`src/rtl/protected_id_table_unit_macros.svh`:
```
// assertion macros used by the protected id table datapath
`ifndef PROTECTED_ID_TABLE_UNIT_MACROS_SVH
`define PROTECTED_ID_TABLE_UNIT_MACROS_SVH

// same-cycle implication, checked outside reset
`define PIDT_ASSERT_IMPL(label, clk, rst_n, ante, cons) \
    label: assert property (@(posedge clk) disable iff (!rst_n) (ante) |-> (cons)) \
        else $error("pidt assertion failed");

// next-cycle implication, checked outside reset
`define PIDT_ASSERT_NEXT(label, clk, rst_n, ante, cons) \
    label: assert property (@(posedge clk) disable iff (!rst_n) (ante) |=> (cons)) \
        else $error("pidt assertion failed");

`endif

```
`src/rtl/pidt_pkg.sv`:
```
// shared codes and controller/datapath interface types for the protected id table
package pidt_pkg;

    localparam logic [2:0] ACT_ADD    = 3'd0;
    localparam logic [2:0] ACT_REMOVE = 3'd1;
    localparam logic [2:0] ACT_CHECK  = 3'd2;
    localparam logic [2:0] ACT_CLEAR  = 3'd3;
    localparam logic [2:0] ACT_LIST   = 3'd4;

    localparam logic [2:0] ST_OK         = 3'd0;
    localparam logic [2:0] ST_INVALID_ID = 3'd1;
    localparam logic [2:0] ST_FULL       = 3'd2;
    localparam logic [2:0] ST_NO_MATCH   = 3'd3;
    localparam logic [2:0] ST_SKIPPED    = 3'd4;
    localparam logic [2:0] ST_BAD_ACTION = 3'd5;

    localparam int MAX_RESULTS = 32;

    typedef struct packed {
        logic in_load;
        logic idx_clr;
        logic scan_step;
        logic list_rd;
        logic commit;
        logic list_out;
    } cmd_t;

    typedef struct packed {
        logic [2:0] act;
        logic       req_failed;
        logic       ident_zero;
        logic       count_zero;
        logic       slot0_used;
        logic       idx_last;
        logic       list_last;
        logic       out_free;
    } sts_t;

endpackage

```
`src/rtl/pidt_ctrl.sv`:
```
// sequencing state machine for the protected id table
module pidt_ctrl
(
    input  logic            clk,
    input  logic            rst_n,
    input  logic            in_valid,
    output logic            in_stall,
    input  pidt_pkg::sts_t  sts,
    output pidt_pkg::cmd_t  cmd
);

    typedef enum logic [6:0]
    {
        S_IDLE     = 7'b0000001,
        S_DISPATCH = 7'b0000010,
        S_SCAN     = 7'b0000100,
        S_DRAIN    = 7'b0001000,
        S_COMMIT   = 7'b0010000,
        S_LIST_RD  = 7'b0100000,
        S_LIST_OUT = 7'b1000000
    } state_t;

    state_t state_reg;
    state_t state_next;

    assign in_stall = (state_reg != S_IDLE);

    always_comb
    begin
        state_next = state_reg;
        cmd        = '0;
        case (state_reg)
            S_IDLE:
            begin
                if (in_valid)
                begin
                    cmd.in_load = 1'b1;
                    state_next  = S_DISPATCH;
                end
            end
            S_DISPATCH:
            begin
                cmd.idx_clr = 1'b1;
                case (sts.act)
                    pidt_pkg::ACT_ADD:
                    begin
                        if (sts.req_failed || sts.ident_zero)
                            state_next = S_COMMIT;
                        else
                            state_next = S_SCAN;
                    end
                    pidt_pkg::ACT_REMOVE:
                    begin
                        if (sts.req_failed || sts.ident_zero || sts.count_zero)
                            state_next = S_COMMIT;
                        else
                            state_next = S_SCAN;
                    end
                    pidt_pkg::ACT_CHECK:
                    begin
                        state_next = S_SCAN;
                    end
                    pidt_pkg::ACT_LIST:
                    begin
                        if (sts.slot0_used)
                            state_next = S_LIST_RD;
                        else
                            state_next = S_COMMIT;
                    end
                    default:
                    begin
                        state_next = S_COMMIT;
                    end
                endcase
            end
            S_SCAN:
            begin
                cmd.scan_step = 1'b1;
                if (sts.idx_last)
                    state_next = S_DRAIN;
            end
            S_DRAIN:
            begin
                // last slot read is compared in this cycle
                state_next = S_COMMIT;
            end
            S_COMMIT:
            begin
                if (sts.out_free)
                begin
                    cmd.commit = 1'b1;
                    state_next = S_IDLE;
                end
            end
            S_LIST_RD:
            begin
                cmd.list_rd = 1'b1;
                state_next  = S_LIST_OUT;
            end
            S_LIST_OUT:
            begin
                if (sts.out_free)
                begin
                    cmd.list_out = 1'b1;
                    if (sts.list_last)
                        state_next = S_IDLE;
                    else
                        state_next = S_LIST_RD;
                end
            end
            default:
            begin
                state_next = S_IDLE;
            end
        endcase
    end

    always_ff @(posedge clk or negedge rst_n)
    begin
        if (!rst_n)
            state_reg <= S_IDLE;
        else
            state_reg <= state_next;
    end

endmodule

```
`src/rtl/pidt_dp.sv`:
```
// id slot memory, scan logic, live count and result register
`include "protected_id_table_unit_macros.svh"

module pidt_dp
#(
    parameter int TABLE_DEPTH = 32
)
(
    input  logic            clk,
    input  logic            rst_n,
    input  pidt_pkg::cmd_t  cmd,
    output pidt_pkg::sts_t  sts,
    input  logic [2:0]      action,
    input  logic [31:0]     ident,
    input  logic [31:0]     access_in,
    input  logic            from_kernel,
    input  logic            request_end,
    input  logic            out_stall,
    output logic            out_valid,
    output logic [2:0]      status,
    output logic            changed,
    output logic            found,
    output logic [31:0]     access_out,
    output logic [31:0]     listed_id,
    output logic [5:0]      entry_count,
    output logic            last
);

    localparam int IW = (TABLE_DEPTH > 1) ? $clog2(TABLE_DEPTH) : 1;
    localparam int CW = $clog2(TABLE_DEPTH + 1);

    // latched request beat
    logic [2:0]             act_reg;
    logic [31:0]            ident_reg;
    logic [31:0]            access_reg;
    logic                   kernel_reg;
    logic                   end_reg;

    // table state
    logic [31:0]            slot_mem [TABLE_DEPTH];
    logic [TABLE_DEPTH-1:0] valid_reg;
    logic [TABLE_DEPTH-1:0] valid_next;
    logic [CW-1:0]          count_reg;
    logic [CW-1:0]          count_next;
    logic                   failed_reg;
    logic                   failed_next;

    // scan
    logic [IW-1:0]          idx_reg;
    logic [31:0]            rd_data_reg;
    logic                   rd_live_reg;
    logic [IW-1:0]          rd_idx_reg;
    logic                   pend_reg;
    logic                   hit_reg;
    logic [IW-1:0]          hit_idx_reg;
    logic                   empty_reg;
    logic [IW-1:0]          empty_idx_reg;
    logic                   rd_en;

    // result register
    logic                   out_valid_reg;
    logic [2:0]             status_reg;
    logic                   changed_reg;
    logic                   found_reg;
    logic [31:0]            access_out_reg;
    logic [31:0]            listed_reg;
    logic [5:0]             count_out_reg;
    logic                   last_reg;

    logic [2:0]             res_status;
    logic                   res_changed;
    logic                   res_found;
    logic [31:0]            res_access;
    logic                   is_req;
    logic                   do_write;
    logic                   do_remove;
    logic                   do_clear;
    logic                   out_free;
    logic                   list_last;
    logic [CW-1:0]          nxt_idx;
    logic [TABLE_DEPTH:0]   valid_ext;

    assign rd_en    = cmd.scan_step | cmd.list_rd;
    assign out_free = !out_valid_reg || !out_stall;

    // a listed slot is the final beat when the next slot is empty or past the end
    assign nxt_idx   = CW'(rd_idx_reg) + CW'(1);
    assign valid_ext = {1'b0, valid_reg};
    assign list_last = !valid_ext[nxt_idx] || (int'(nxt_idx) >= pidt_pkg::MAX_RESULTS);

    assign sts.act        = act_reg;
    assign sts.req_failed = failed_reg;
    assign sts.ident_zero = (ident_reg == 32'd0);
    assign sts.count_zero = (count_reg == '0);
    assign sts.slot0_used = valid_reg[0];
    assign sts.idx_last   = (idx_reg == IW'(TABLE_DEPTH - 1));
    assign sts.list_last  = list_last;
    assign sts.out_free   = out_free;

    always_comb
    begin
        res_status  = pidt_pkg::ST_OK;
        res_changed = 1'b0;
        res_found   = 1'b0;
        res_access  = 32'd0;
        is_req      = 1'b0;
        do_write    = 1'b0;
        do_remove   = 1'b0;
        do_clear    = 1'b0;
        case (act_reg)
            pidt_pkg::ACT_ADD:
            begin
                is_req = 1'b1;
                if (failed_reg)
                    res_status = pidt_pkg::ST_SKIPPED;
                else if (ident_reg == 32'd0)
                    res_status = pidt_pkg::ST_INVALID_ID;
                else if (hit_reg)
                    res_found = 1'b1;
                else if ((int'(count_reg) >= TABLE_DEPTH) || !empty_reg)
                    res_status = pidt_pkg::ST_FULL;
                else
                begin
                    res_changed = 1'b1;
                    do_write    = cmd.commit;
                end
            end
            pidt_pkg::ACT_REMOVE:
            begin
                is_req = 1'b1;
                if (failed_reg)
                    res_status = pidt_pkg::ST_SKIPPED;
                else if (ident_reg == 32'd0)
                    res_status = pidt_pkg::ST_INVALID_ID;
                else if (count_reg == '0)
                    res_status = pidt_pkg::ST_NO_MATCH;
                else if (hit_reg)
                begin
                    res_changed = 1'b1;
                    res_found   = 1'b1;
                    do_remove   = cmd.commit;
                end
            end
            pidt_pkg::ACT_CHECK:
            begin
                res_found = hit_reg;
                if (hit_reg && !kernel_reg)
                    res_access = access_reg & ~32'd1;
                else
                    res_access = access_reg;
            end
            pidt_pkg::ACT_CLEAR:
            begin
                res_changed = (count_reg != '0);
                do_clear    = cmd.commit;
            end
            pidt_pkg::ACT_LIST:
            begin
                res_status = pidt_pkg::ST_OK;
            end
            default:
            begin
                res_status = pidt_pkg::ST_BAD_ACTION;
            end
        endcase
    end

    always_comb
    begin
        valid_next  = valid_reg;
        count_next  = count_reg;
        failed_next = failed_reg;
        if (do_clear)
        begin
            valid_next = '0;
            count_next = '0;
        end
        else if (do_write)
        begin
            valid_next[empty_idx_reg] = 1'b1;
            count_next = count_reg + CW'(1);
        end
        else if (do_remove)
        begin
            valid_next[hit_idx_reg] = 1'b0;
            count_next = count_reg - CW'(1);
        end
        // skipped status implies the mark was already set
        if (cmd.commit && is_req)
            failed_next = (res_status != pidt_pkg::ST_OK) && !end_reg;
    end

    always_ff @(posedge clk)
    begin
        if (cmd.in_load)
        begin
            act_reg    <= action;
            ident_reg  <= ident;
            access_reg <= access_in;
            kernel_reg <= from_kernel;
            end_reg    <= request_end;
        end
    end

    always_ff @(posedge clk)
    begin
        if (do_write)
            slot_mem[empty_idx_reg] <= ident_reg;
        if (rd_en)
            rd_data_reg <= slot_mem[idx_reg];
    end

    always_ff @(posedge clk or negedge rst_n)
    begin
        if (!rst_n)
        begin
            valid_reg     <= '0;
            count_reg     <= '0;
            failed_reg    <= 1'b0;
            idx_reg       <= '0;
            rd_live_reg   <= 1'b0;
            rd_idx_reg    <= '0;
            pend_reg      <= 1'b0;
            hit_reg       <= 1'b0;
            hit_idx_reg   <= '0;
            empty_reg     <= 1'b0;
            empty_idx_reg <= '0;
        end
        else
        begin
            valid_reg  <= valid_next;
            count_reg  <= count_next;
            failed_reg <= failed_next;
            pend_reg   <= cmd.scan_step;
            if (rd_en)
            begin
                rd_live_reg <= valid_reg[idx_reg];
                rd_idx_reg  <= idx_reg;
            end
            if (cmd.idx_clr)
                idx_reg <= '0;
            else if (cmd.scan_step || cmd.list_out)
                idx_reg <= idx_reg + IW'(1);
            if (cmd.idx_clr)
            begin
                hit_reg   <= 1'b0;
                empty_reg <= 1'b0;
            end
            else
            begin
                // first free slot found at read issue
                if (cmd.scan_step && !valid_reg[idx_reg] && !empty_reg)
                begin
                    empty_reg     <= 1'b1;
                    empty_idx_reg <= idx_reg;
                end
                // match compared in the following cycle on registered read data
                if (pend_reg && rd_live_reg && (rd_data_reg == ident_reg) && !hit_reg)
                begin
                    hit_reg     <= 1'b1;
                    hit_idx_reg <= rd_idx_reg;
                end
            end
        end
    end

    always_ff @(posedge clk or negedge rst_n)
    begin
        if (!rst_n)
            out_valid_reg <= 1'b0;
        else if (cmd.commit || cmd.list_out)
            out_valid_reg <= 1'b1;
        else if (!out_stall)
            out_valid_reg <= 1'b0;
    end

    always_ff @(posedge clk)
    begin
        if (cmd.commit)
        begin
            status_reg     <= res_status;
            changed_reg    <= res_changed;
            found_reg      <= res_found;
            access_out_reg <= res_access;
            listed_reg     <= 32'd0;
            count_out_reg  <= 6'(count_next);
            last_reg       <= 1'b1;
        end
        else if (cmd.list_out)
        begin
            status_reg     <= pidt_pkg::ST_OK;
            changed_reg    <= 1'b0;
            found_reg      <= 1'b0;
            access_out_reg <= 32'd0;
            listed_reg     <= rd_data_reg;
            count_out_reg  <= 6'(count_reg);
            last_reg       <= list_last;
        end
    end

    assign out_valid   = out_valid_reg;
    assign status      = status_reg;
    assign changed     = changed_reg;
    assign found       = found_reg;
    assign access_out  = access_out_reg;
    assign listed_id   = listed_reg;
    assign entry_count = count_out_reg;
    assign last        = last_reg;

    `PIDT_ASSERT_IMPL(a_count_matches_valid, clk, rst_n, 1'b1, $countones(valid_reg) == int'(count_reg))
    `PIDT_ASSERT_IMPL(a_load_needs_room, clk, rst_n, cmd.commit || cmd.list_out, out_free)
    `PIDT_ASSERT_NEXT(a_commit_shows_beat, clk, rst_n, cmd.commit, out_valid_reg && last_reg)
    `PIDT_ASSERT_IMPL(a_list_beat_nonzero, clk, rst_n, cmd.list_out, rd_data_reg != 32'd0)

endmodule

```
`src/rtl/protected_id_table_unit.sv`:
```
// protected id table: top level joining controller and datapath
//
//  channel  direction  handshake           payload
//  in       to block   in_valid/in_stall   action ident access_in from_kernel request_end
//  out      from block out_valid/out_stall status changed found access_out listed_id
//                                          entry_count last
//
// add, remove and check scan every slot before the result is loaded
// clear, invalid action and rejected requests skip the scan; list reads and sends one slot per beat
// the slot memory has one read port, one slot is read per cycle during a scan
// reset empties the table at once through per-slot valid bits, no clearing pass
// a stalled result waits in the output register; the next beat is taken once
// the previous item's results are all loaded
module protected_id_table_unit
#(
    parameter int TABLE_DEPTH = 32
)
(
    input  logic        clk,
    input  logic        rst_n,
    input  logic        in_valid,
    output logic        in_stall,
    input  logic [2:0]  action,
    input  logic [31:0] ident,
    input  logic [31:0] access_in,
    input  logic        from_kernel,
    input  logic        request_end,
    output logic        out_valid,
    input  logic        out_stall,
    output logic [2:0]  status,
    output logic        changed,
    output logic        found,
    output logic [31:0] access_out,
    output logic [31:0] listed_id,
    output logic [5:0]  entry_count,
    output logic        last
);

    pidt_pkg::cmd_t cmd;
    pidt_pkg::sts_t sts;

    pidt_ctrl u_ctrl
    (
        .clk      (clk),
        .rst_n    (rst_n),
        .in_valid (in_valid),
        .in_stall (in_stall),
        .sts      (sts),
        .cmd      (cmd)
    );

    pidt_dp
    #(
        .TABLE_DEPTH (TABLE_DEPTH)
    )
    u_dp
    (
        .clk         (clk),
        .rst_n       (rst_n),
        .cmd         (cmd),
        .sts         (sts),
        .action      (action),
        .ident       (ident),
        .access_in   (access_in),
        .from_kernel (from_kernel),
        .request_end (request_end),
        .out_stall   (out_stall),
        .out_valid   (out_valid),
        .status      (status),
        .changed     (changed),
        .found       (found),
        .access_out  (access_out),
        .listed_id   (listed_id),
        .entry_count (entry_count),
        .last        (last)
    );

endmodule

```
`config.mk`:
```
export PLATFORM = sky130hd
export DESIGN_NAME = protected_id_table_unit
export DESIGN_NICKNAME = d
export VERILOG_FILES = /design/src/rtl/pidt_pkg.sv /design/src/rtl/pidt_ctrl.sv /design/src/rtl/pidt_dp.sv /design/src/rtl/protected_id_table_unit.sv
export VERILOG_INCLUDE_DIRS = /design/src /design/src/rtl
export SDC_FILE = /design/constraint.sdc
export NUM_CORES = 1
export LEC_CHECK = 0
export ABC_CLOCK_PERIOD_IN_PS = 8700
export BUFFER_PORTS_ARGS = -buffer_cell sky130_fd_sc_hd__clkbuf_2
export CELL_PAD_IN_SITES_DETAIL_PLACEMENT = 1
export CELL_PAD_IN_SITES_GLOBAL_PLACEMENT = 1
export CORE_MARGIN = 2
export CORE_UTILIZATION = 30
export CTS_BUF_LIST = sky130_fd_sc_hd__clkbuf_8
export CTS_CLUSTER_SIZE = 10
export DETAILED_ROUTE_END_ITERATION = 8
export GPL_TIMING_DRIVEN = 1
export PLACE_DENSITY_LB_ADDON = 0.1
export SYNTH_ARGS = -nofsm -noshare
export SYNTH_HDL_FRONTEND = slang
export SYNTH_SLANG_ARGS = --single-unit
```
`constraint.sdc`:
```
create_clock -name clk -period 8.7 [get_ports clk]
set_input_delay 0.435 -clock clk [delete_from_list [all_inputs] [get_ports clk]]
set_output_delay 0.435 -clock clk [all_outputs]
set_load 0.01 [all_outputs]
```
==> reports/metrics.csv, run 1 <==
stage,metric,value,unit
pwr,switching_power,0.00411,W
clock_network,cts_max_path_buffers,3,
sta,slew_viol_final,0,
yosys,syn-cell-area,49300,um^2
sta,clock_skew,0.0703,ns
finish,area_delta_synth_final,17.4,%
critical_path,startpoint_type,flop,
clock_network,clk_latency,0.93,ns
floorplanning,die_area,168000,um^2
sta,tns,0,ns
critical_path,cpPeakStageDelay,1.14,ns
grt,grt_max_degree,134,
clock_network,tritoncts,built,
grt,antenna_found_initial,6,
grt,grt_overflow,0,
floorplanning,start_util,0.303,
yosys,yosysUniqueCellTypes,63,
pwr,peakVddDrop,0.183,mV
floorplanning,boundaryPins,151,
clock_network,path_clk_slew,0.06,ns
pwr,p_comb_frac,0.167,
floorplanning,fp.dieW,409,um
critical_path,crit_arrival,5.62,ns
grt,grt_pass1_wl,213,mm
place,post_dp_cell_area,53100,um^2
clock_network,cts_buffers,221,
sta,setup_ws,3.85,ns
clock_network,htreeDepth,4,
finish,finish.instance_area,57900,um^2
finish,top_register,u_dp.slot_mem,
clock_network,cts-root-buf,clkbuf_8,
yosys,ys_warn_count,0,
worst_hold_path,min_path_type,in -> reg,
routing,wl,150,mm
finish,drive_gt1_frac,0.331,
sta,hold_violations,0,
critical_path,worst-path-buf-inv,2,
routing,vias_per_cell,4.94,
pwr,pwr-share-clk,0.339,
pwr,p_leak,18.5,nW
pwr,p_sw_frac,0.277,
yosys,synth_area_per_cell,21.8,um^2
yosys,synth_edf_count,1168,
outcome,status,"complete, no violations",
pwr,power,0.0149,W
critical_path,crit_top_cell,buf_4,
routing,route.vias.total,24800,
sta,slew_headroom,0.144,
critical_path,path_class,reg -> reg,
pwr,intPower,0.0108,W
sta,rsz0062_at_grt,false,
sta,fin_crit,4.85,ns
critical_path,end_kind,flop,
yosys,synth_seq_cells,1272,
clock_network,cts_resized,0,
finish,largest_reg_flops,1024,
critical_path,cp_max_fo,34,
grt,first_global_vias,27000,
place,port_buffers,150,
sta,min_period_over_period,0.558,
finish,layout.nets,2753,
sta,tightestPinTransition,1.28,ns
clock_network,cts_sinks,1272,
place,gp_congestion,0.790,
yosys,syn-num-nets,2337,
run,drv_cap,0,
routing,dr.pass1.iters,5,
yosys,ys_seq_area_frac,0.761,
routing,ant_nets,0,
yosys,synthCells,2259,
critical_path,crit_chain,nor4_1 -> nand4_1 -> o2111ai_1 -> nor2_1 -> buf_4 -> and3_2 -> buf_4 -> o211a_1,
critical_path,critical-path-slowest-cell,o2111ai_1,
critical_path,cp.required,9.47,ns
place,dpl_worst_slack,3.86,ns
routing,routedWlPerCell,29.8,um
grt,grtUsageTotal,0.179,
place,dp.final_hpwl,86.0,mm
floorplanning,core,163000,um^2
routing,drt_iter0_markers,2075,
finish,num-fill-cells,15900,
yosys,synthArstFlopShare,0.0558,
pwr,power.share.sequential,0.494,
sta,fmaxAchievable,0.206,GHz
yosys,synth_flop_cell,edfxtp_1,
pwr,powerDensity,257,nW/um^2
floorplanning,die_h,409,um
sta,setup_viol,0,
routing,drc_errors,0,
floorplanning,std_cell_rows,148,
critical_path,path_delay_family,simple AND/OR/NAND/NOR gates,
[power groups by stage]
stage,combinational (W),sequential [W],clock [W]
finish,0.00248,0.00735,0.00504
global route,0.00270,0.00738,0.00549
CTS,0.00258,0.00736,0.00525
detailed placement,0.00255,0.00749,0
global placement,0.00252,0.00748,0
floorplan,0.00152,0.00755,0
[repair_timing]
| action | 4_1_cts | 5_1_grt |
|---|---|---|
| buffers inserted | 0 | 0 |
| endpoints found under the hold margin | 144 | 0 |
| hold buffers | 72 | 0 |
[cells in the final DEF (no fill, tap or decap), types with 10 or more instances in the layout]
cell / n
dfrtp_1: 65
nand2_1: 21
nor4_2: 16
nand2b_1: 10
nand4_1: 13
a31oi_1: 10
and2_1: 37
xnor2_1: 31
clkinv_1: 52
mux2_1: 10
a21oi_1: 32
inv_1: 83
a211oi_1: 16
nor3_1: 13
a22oi_1: 14
and3_2: 20
dlygate4sd3_1: 72
clkbuf_2: 149
nor4_1: 22
mux2_2: 34
mux2i_1: 45
clkbuf_8: 234
clkinv_2: 32
nor2_1: 73
buf_4: 86
mux4_2: 338
dfxtp_1: 33
edfxtp_1: 1168
[per-stage QoR]
stage          hold slack, ns  cells  utilization
2_1_floorplan           0.139   2259            -
3_3_place_gp            0.471   4555        0.326
3_5_place_dp            0.488   4555        0.326
4_1_cts                 0.105   5030        0.355
5_1_grt                 0.151   5031        0.355
6_report                0.229   5031        0.355
[layer usage]
layer | up-vias | global-route usage | part of all wire
met2 | 705 | 0.300 | 0.50
met3 | 204 | 0.0350 | 0.050
met5 | - | 0 | 0
met1 | 13600 | 0.241 | 0.43
li1 | 10400 | - | -
met4 | 0 | 0.0423 | 0.018
[worst paths after layout]
path                                                from                                 to  slack [ns]  depth (start not counted)
min                                            ident[24]       u_dp.ident_reg[24]$_DFFE_PP_        0.23                          2
max in group asynchronous                          rst_n        u_dp.idx_reg[2]$_DFFE_PN0P_        7.64                          2
max                         u_dp.ident_reg[30]$_DFFE_PP_     u_dp.valid_reg[12]$_DFFE_PN0P_        3.85                          8
min in group asynchronous                          rst_n     u_dp.valid_reg[24]$_DFFE_PN0P_        0.28                          2
min reg2reg                u_dp.access_reg[30]$_DFFE_PP_  u_dp.access_out[30]$_SDFFCE_PN0P_        0.49                          1
max reg2reg                 u_dp.ident_reg[30]$_DFFE_PP_     u_dp.valid_reg[12]$_DFFE_PN0P_        3.85                          8
[kinds of logic after synthesis]
kind of cell	synth area share
AND/OR/NAND/NOR	0.0300
flip-flops	0.761
XOR/XNOR	0.00708
AO/OA/AOI/OAI	0.0150
buffers and inverters	0.0108
adder cells (fa/ha/maj)	0.00127
multiplexers	0.175
[cell usage after synthesis (all sizes together), types with 21 or more instances]
cell type	instances	area, um^2
a21oi	33	165
and2	37	231
and3	29	181
buf	36	183
clkbuf	80	300
dfrtp	70	1750
dfxtp	33	661
edfxtp	1168	35100
mux2	49	571
mux2i	45	450
mux4	338	7610
nand2	21	78.8
nor2	74	278
nor4	38	250
xnor2	32	288
[layout make-up]
cell class | instances | area (um^2) | area share
diodes | 1 | 2.50 | 0.0000432
clock buffers | 234 | 3220 | 0.0556
clock inverters | 169 | 800 | 0.0138
inverters | 13 | 48.8 | 0.000843
multi-input cells | 858 | 11400 | 0.197
flip-flops and latches | 1272 | 37500 | 0.648
well taps | 2175 | 2720 | 0.0470
repair buffers | 309 | 2150 | 0.0372
Note: power is estimated with default switching activity, not from simulation.
==> inputs of run 2 (changes only) <==
ABC_CLOCK_PERIOD_IN_PS = 4000   (was 8700)
clock period = 4 ns   (was 8.7 ns; I/O delays follow)
==> run 2 against run 1 <==
Total power grew 120%. First-iteration DRC count shrank 8.9%. Utilization grew 1.7 points. Clock power grew 120%. Highest routed layer unchanged. Maximum frequency grew 32%. Critical endpoint is now u_dp.slot_mem[26][31]$_DFFE_PP_. Critical path depth grew 1. Setup slack lost 3.5 ns. Final area grew 4.8%. Sequential cell count is the same. Non-clock buffer count grew 171.
==> reports/metrics.csv, run 2 (synthesized netlist as in run 1, its figures left out) <==
stage,metric,value,unit,change
clock_network,cts_sinks,1272,,unchanged
place,gp_congestion,0.773,,was 0.790
sta,slew_headroom,0.180,,was 0.144
place,dpl_worst_slack,-0.0349,ns,was 3.86 ns
critical_path,cp_max_fo,13,,was 34
floorplanning,start_util,0.303,,unchanged
routing,routedWlPerCell,30.1,um,was 29.8 um
grt,grt_overflow,0,,unchanged
finish,final_cell_mix,"1168 x edfxtp_1, 338 x mux4_2, 232 x clkbuf_8",,"was 1168 x edfxtp_1, 338 x mux4_2, 234 x clkbuf_8"
finish,drive_gt1_frac,0.346,,was 0.331
worst_hold_path,min_path_type,in -> reg,,unchanged
critical_path,cp.required,4.64,ns,was 9.47 ns
floorplanning,boundaryPins,151,,unchanged
clock_network,htreeDepth,4,,unchanged
sta,hold_violations,0,,unchanged
routing,dr.pass1.iters,7,,was 5
place,port_buffers,150,,unchanged
place,dpl.cell_count,4659,,was 4555
sta,rsz0062_at_grt,false,,unchanged
routing,vias_per_cell,4.88,,was 4.94
critical_path,path_class,reg -> reg,,unchanged
finish,largest_reg_flops,1024,,unchanged
routing,drt_iter0_markers,1891,,was 2075
routing,route.vias.total,25400,,was 24800
critical_path,path_depth,9,,was 8
sta,slew_viol_final,0,,unchanged
pwr,peakVddDrop,0.366,mV,was 0.183 mV
sta,min_period_over_period,0.921,,was 0.558
grt,grtUsageTotal,0.189,,was 0.179
clock_network,tritoncts,built,,unchanged
finish,fin_cells,5215,,was 5031
sta,fmaxAchievable,0.271,GHz,was 0.206 GHz
critical_path,critPathLaunch,u_dp.ident_reg[28]$_DFFE_PP_,,was u_dp.ident_reg[30]$_DFFE_PP_
critical_path,cpPeakStageDelay,0.80,ns,was 1.14 ns
routing,wl,157,mm,was 150 mm
grt,grt_max_degree,71,,was 134
critical_path,critical-path-slowest-cell,nor4_4,,was o2111ai_1
critical_path,r2r-start,u_dp.ident_reg[28]$_DFFE_PP_,,was u_dp.ident_reg[30]$_DFFE_PP_
finish,top_register,u_dp.slot_mem,,unchanged
sta,clock_skew,0.0582,ns,was 0.0703 ns
finish,final_common_cell,edfxtp_1,,unchanged
finish,layout.nets,2922,,was 2753
place,dp.final_hpwl,98.9,mm,was 86.0 mm
clock_network,cts_max_path_buffers,3,,unchanged
critical_path,reg2reg_to,u_dp.slot_mem[26][31]$_DFFE_PP_,,was u_dp.valid_reg[12]$_DFFE_PN0P_
sta,tns,0,ns,unchanged
clock_network,path_clk_slew,0.07,ns,was 0.06 ns
run,drv_cap,0,,unchanged
outcome,status,"complete, no violations",,unchanged
floorplanning,std_cell_rows,148,,unchanged
clock_network,cts-root-buf,clkbuf_8,,unchanged
sta,setup_ws,0.315,ns,was 3.85 ns
critical_path,path_delay_family,simple AND/OR/NAND/NOR gates,,unchanged
grt,antenna_found_initial,7,,was 6
routing,ant_nets,0,,unchanged
finish,area_delta_synth_final,23.0,%,was 17.4%
sta,fin_crit,3.69,ns,was 4.85 ns
grt,first_global_vias,28100,,was 27000
sta,setup_viol,0,,unchanged
critical_path,crit_chain,nor4_1 -> nand4_1 -> buf_4 -> o2111ai_1 -> buf_4 -> or2_1 -> buf_12 -> nor4_4 -> buf_4,,was nor4_1 -> nand4_1 -> o2111ai_1 -> nor2_1 -> buf_4 -> and3_2 -> buf_4 -> o211a_1
critical_path,r2r_cells,9,,was 8
sta,tightestPinTransition,1.22,ns,was 1.28 ns
pwr,p_leak,19.7,nW,was 18.5 nW
grt,grt_pass1_wl,223,mm,was 213 mm
floorplanning,die_area,168000,um^2,unchanged
clock_network,cts_buffers,219,,was 221
critical_path,rrSetupSlack,0.31,ns,was 3.85 ns
pwr,powerDensity,544,nW/um^2,was 257 nW/um^2
floorplanning,fp.dieW,409,um,unchanged
critical_path,endpoint,u_dp.slot_mem[26][31]$_DFFE_PP_,,was u_dp.valid_reg[12]$_DFFE_PN0P_
routing,drc_errors,0,,unchanged
critical_path,crit_top_cell,buf_4,,unchanged
critical_path,startpoint_type,flop,,unchanged
floorplanning,die_h,409,um,unchanged
critical_path,crit_arrival,4.32,ns,was 5.62 ns
critical_path,end_kind,flop,,unchanged
critical_path,worst-path-buf-inv,4,,was 2
floorplanning,core,163000,um^2,unchanged
clock_network,clk_latency,0.96,ns,was 0.93 ns
[run 2: cell types whose count changed in the layout (fill, tap and decap cells not counted), sizes merged]
cell | before | now
buf | 88 | 193
bufinv | 1 | 6
clkbuf | 383 | 381
clkinv | 84 | 75
diode | 1 | 3
dlygate4sd3 | 72 | 138
inv | 94 | 111
[run 2: metrics by stage]
stage               hold WS, ns  cell area, um^2  utilization  power, W
global placement          0.379            55000        0.338    0.0219
floorplan               -0.0956            49400            -    0.0197
finish                    0.104            60600        0.372    0.0330
detailed placement        0.379            55000        0.338    0.0221
CTS                      0.0253            60600        0.372    0.0337
global route             0.0726            60600        0.372    0.0345
[run 2: power breakdown]
part	total, W	switching, W	internal (W)
clock	0.0113	0.00552	0.00578
sequential	0.0161	0.000455	0.0156
combinational	0.00566	0.00313	0.00253
[run 2: cell type report]
class                   instances  area (um^2)
fillers                     15800       102000
clock inverters               182          980
inverters                      13         48.8
multi-input cells             858        11500
well taps                    2175         2720
diodes                          3         7.51
clock buffers                 232         3190
flip-flops and latches       1272        37500
repair buffers                480         4650
[run 2: how the worst min path moves through the flow]
stage | cells past startpoint | start | endpoint
floorplan | 0 | rst_n | u_ctrl.state_reg[1]$_DFFE_PN0P_
global placement | 1 | access_in[18] | u_dp.access_reg[18]$_DFFE_PP_
detailed placement | 1 | ident[2] | u_dp.ident_reg[2]$_DFFE_PP_
CTS | 2 | ident[10] | u_dp.ident_reg[10]$_DFFE_PP_
global route | 2 | ident[10] | u_dp.ident_reg[10]$_DFFE_PP_
finish | 2 | action[2] | u_dp.act_reg[2]$_DFFE_PP_
[run 2: metal layers]
metal | global-route usage | up-vias | part of all wire
li1 | - | 10700 | -
met1 | 0.253 | 13900 | 0.44
met2 | 0.319 | 617 | 0.50
met3 | 0.0322 | 190 | 0.039
met4 | 0.0475 | 0 | 0.018
met5 | 0 | - | 0
[run 2: what timing repair did]
action | CTS | global route
setup endpoints to repair | 5 | 0
endpoints found under the hold margin | 194 | 0
gates resized for setup | 1 | 0
buffers inserted | 0 | 0
hold buffers | 139 | 0
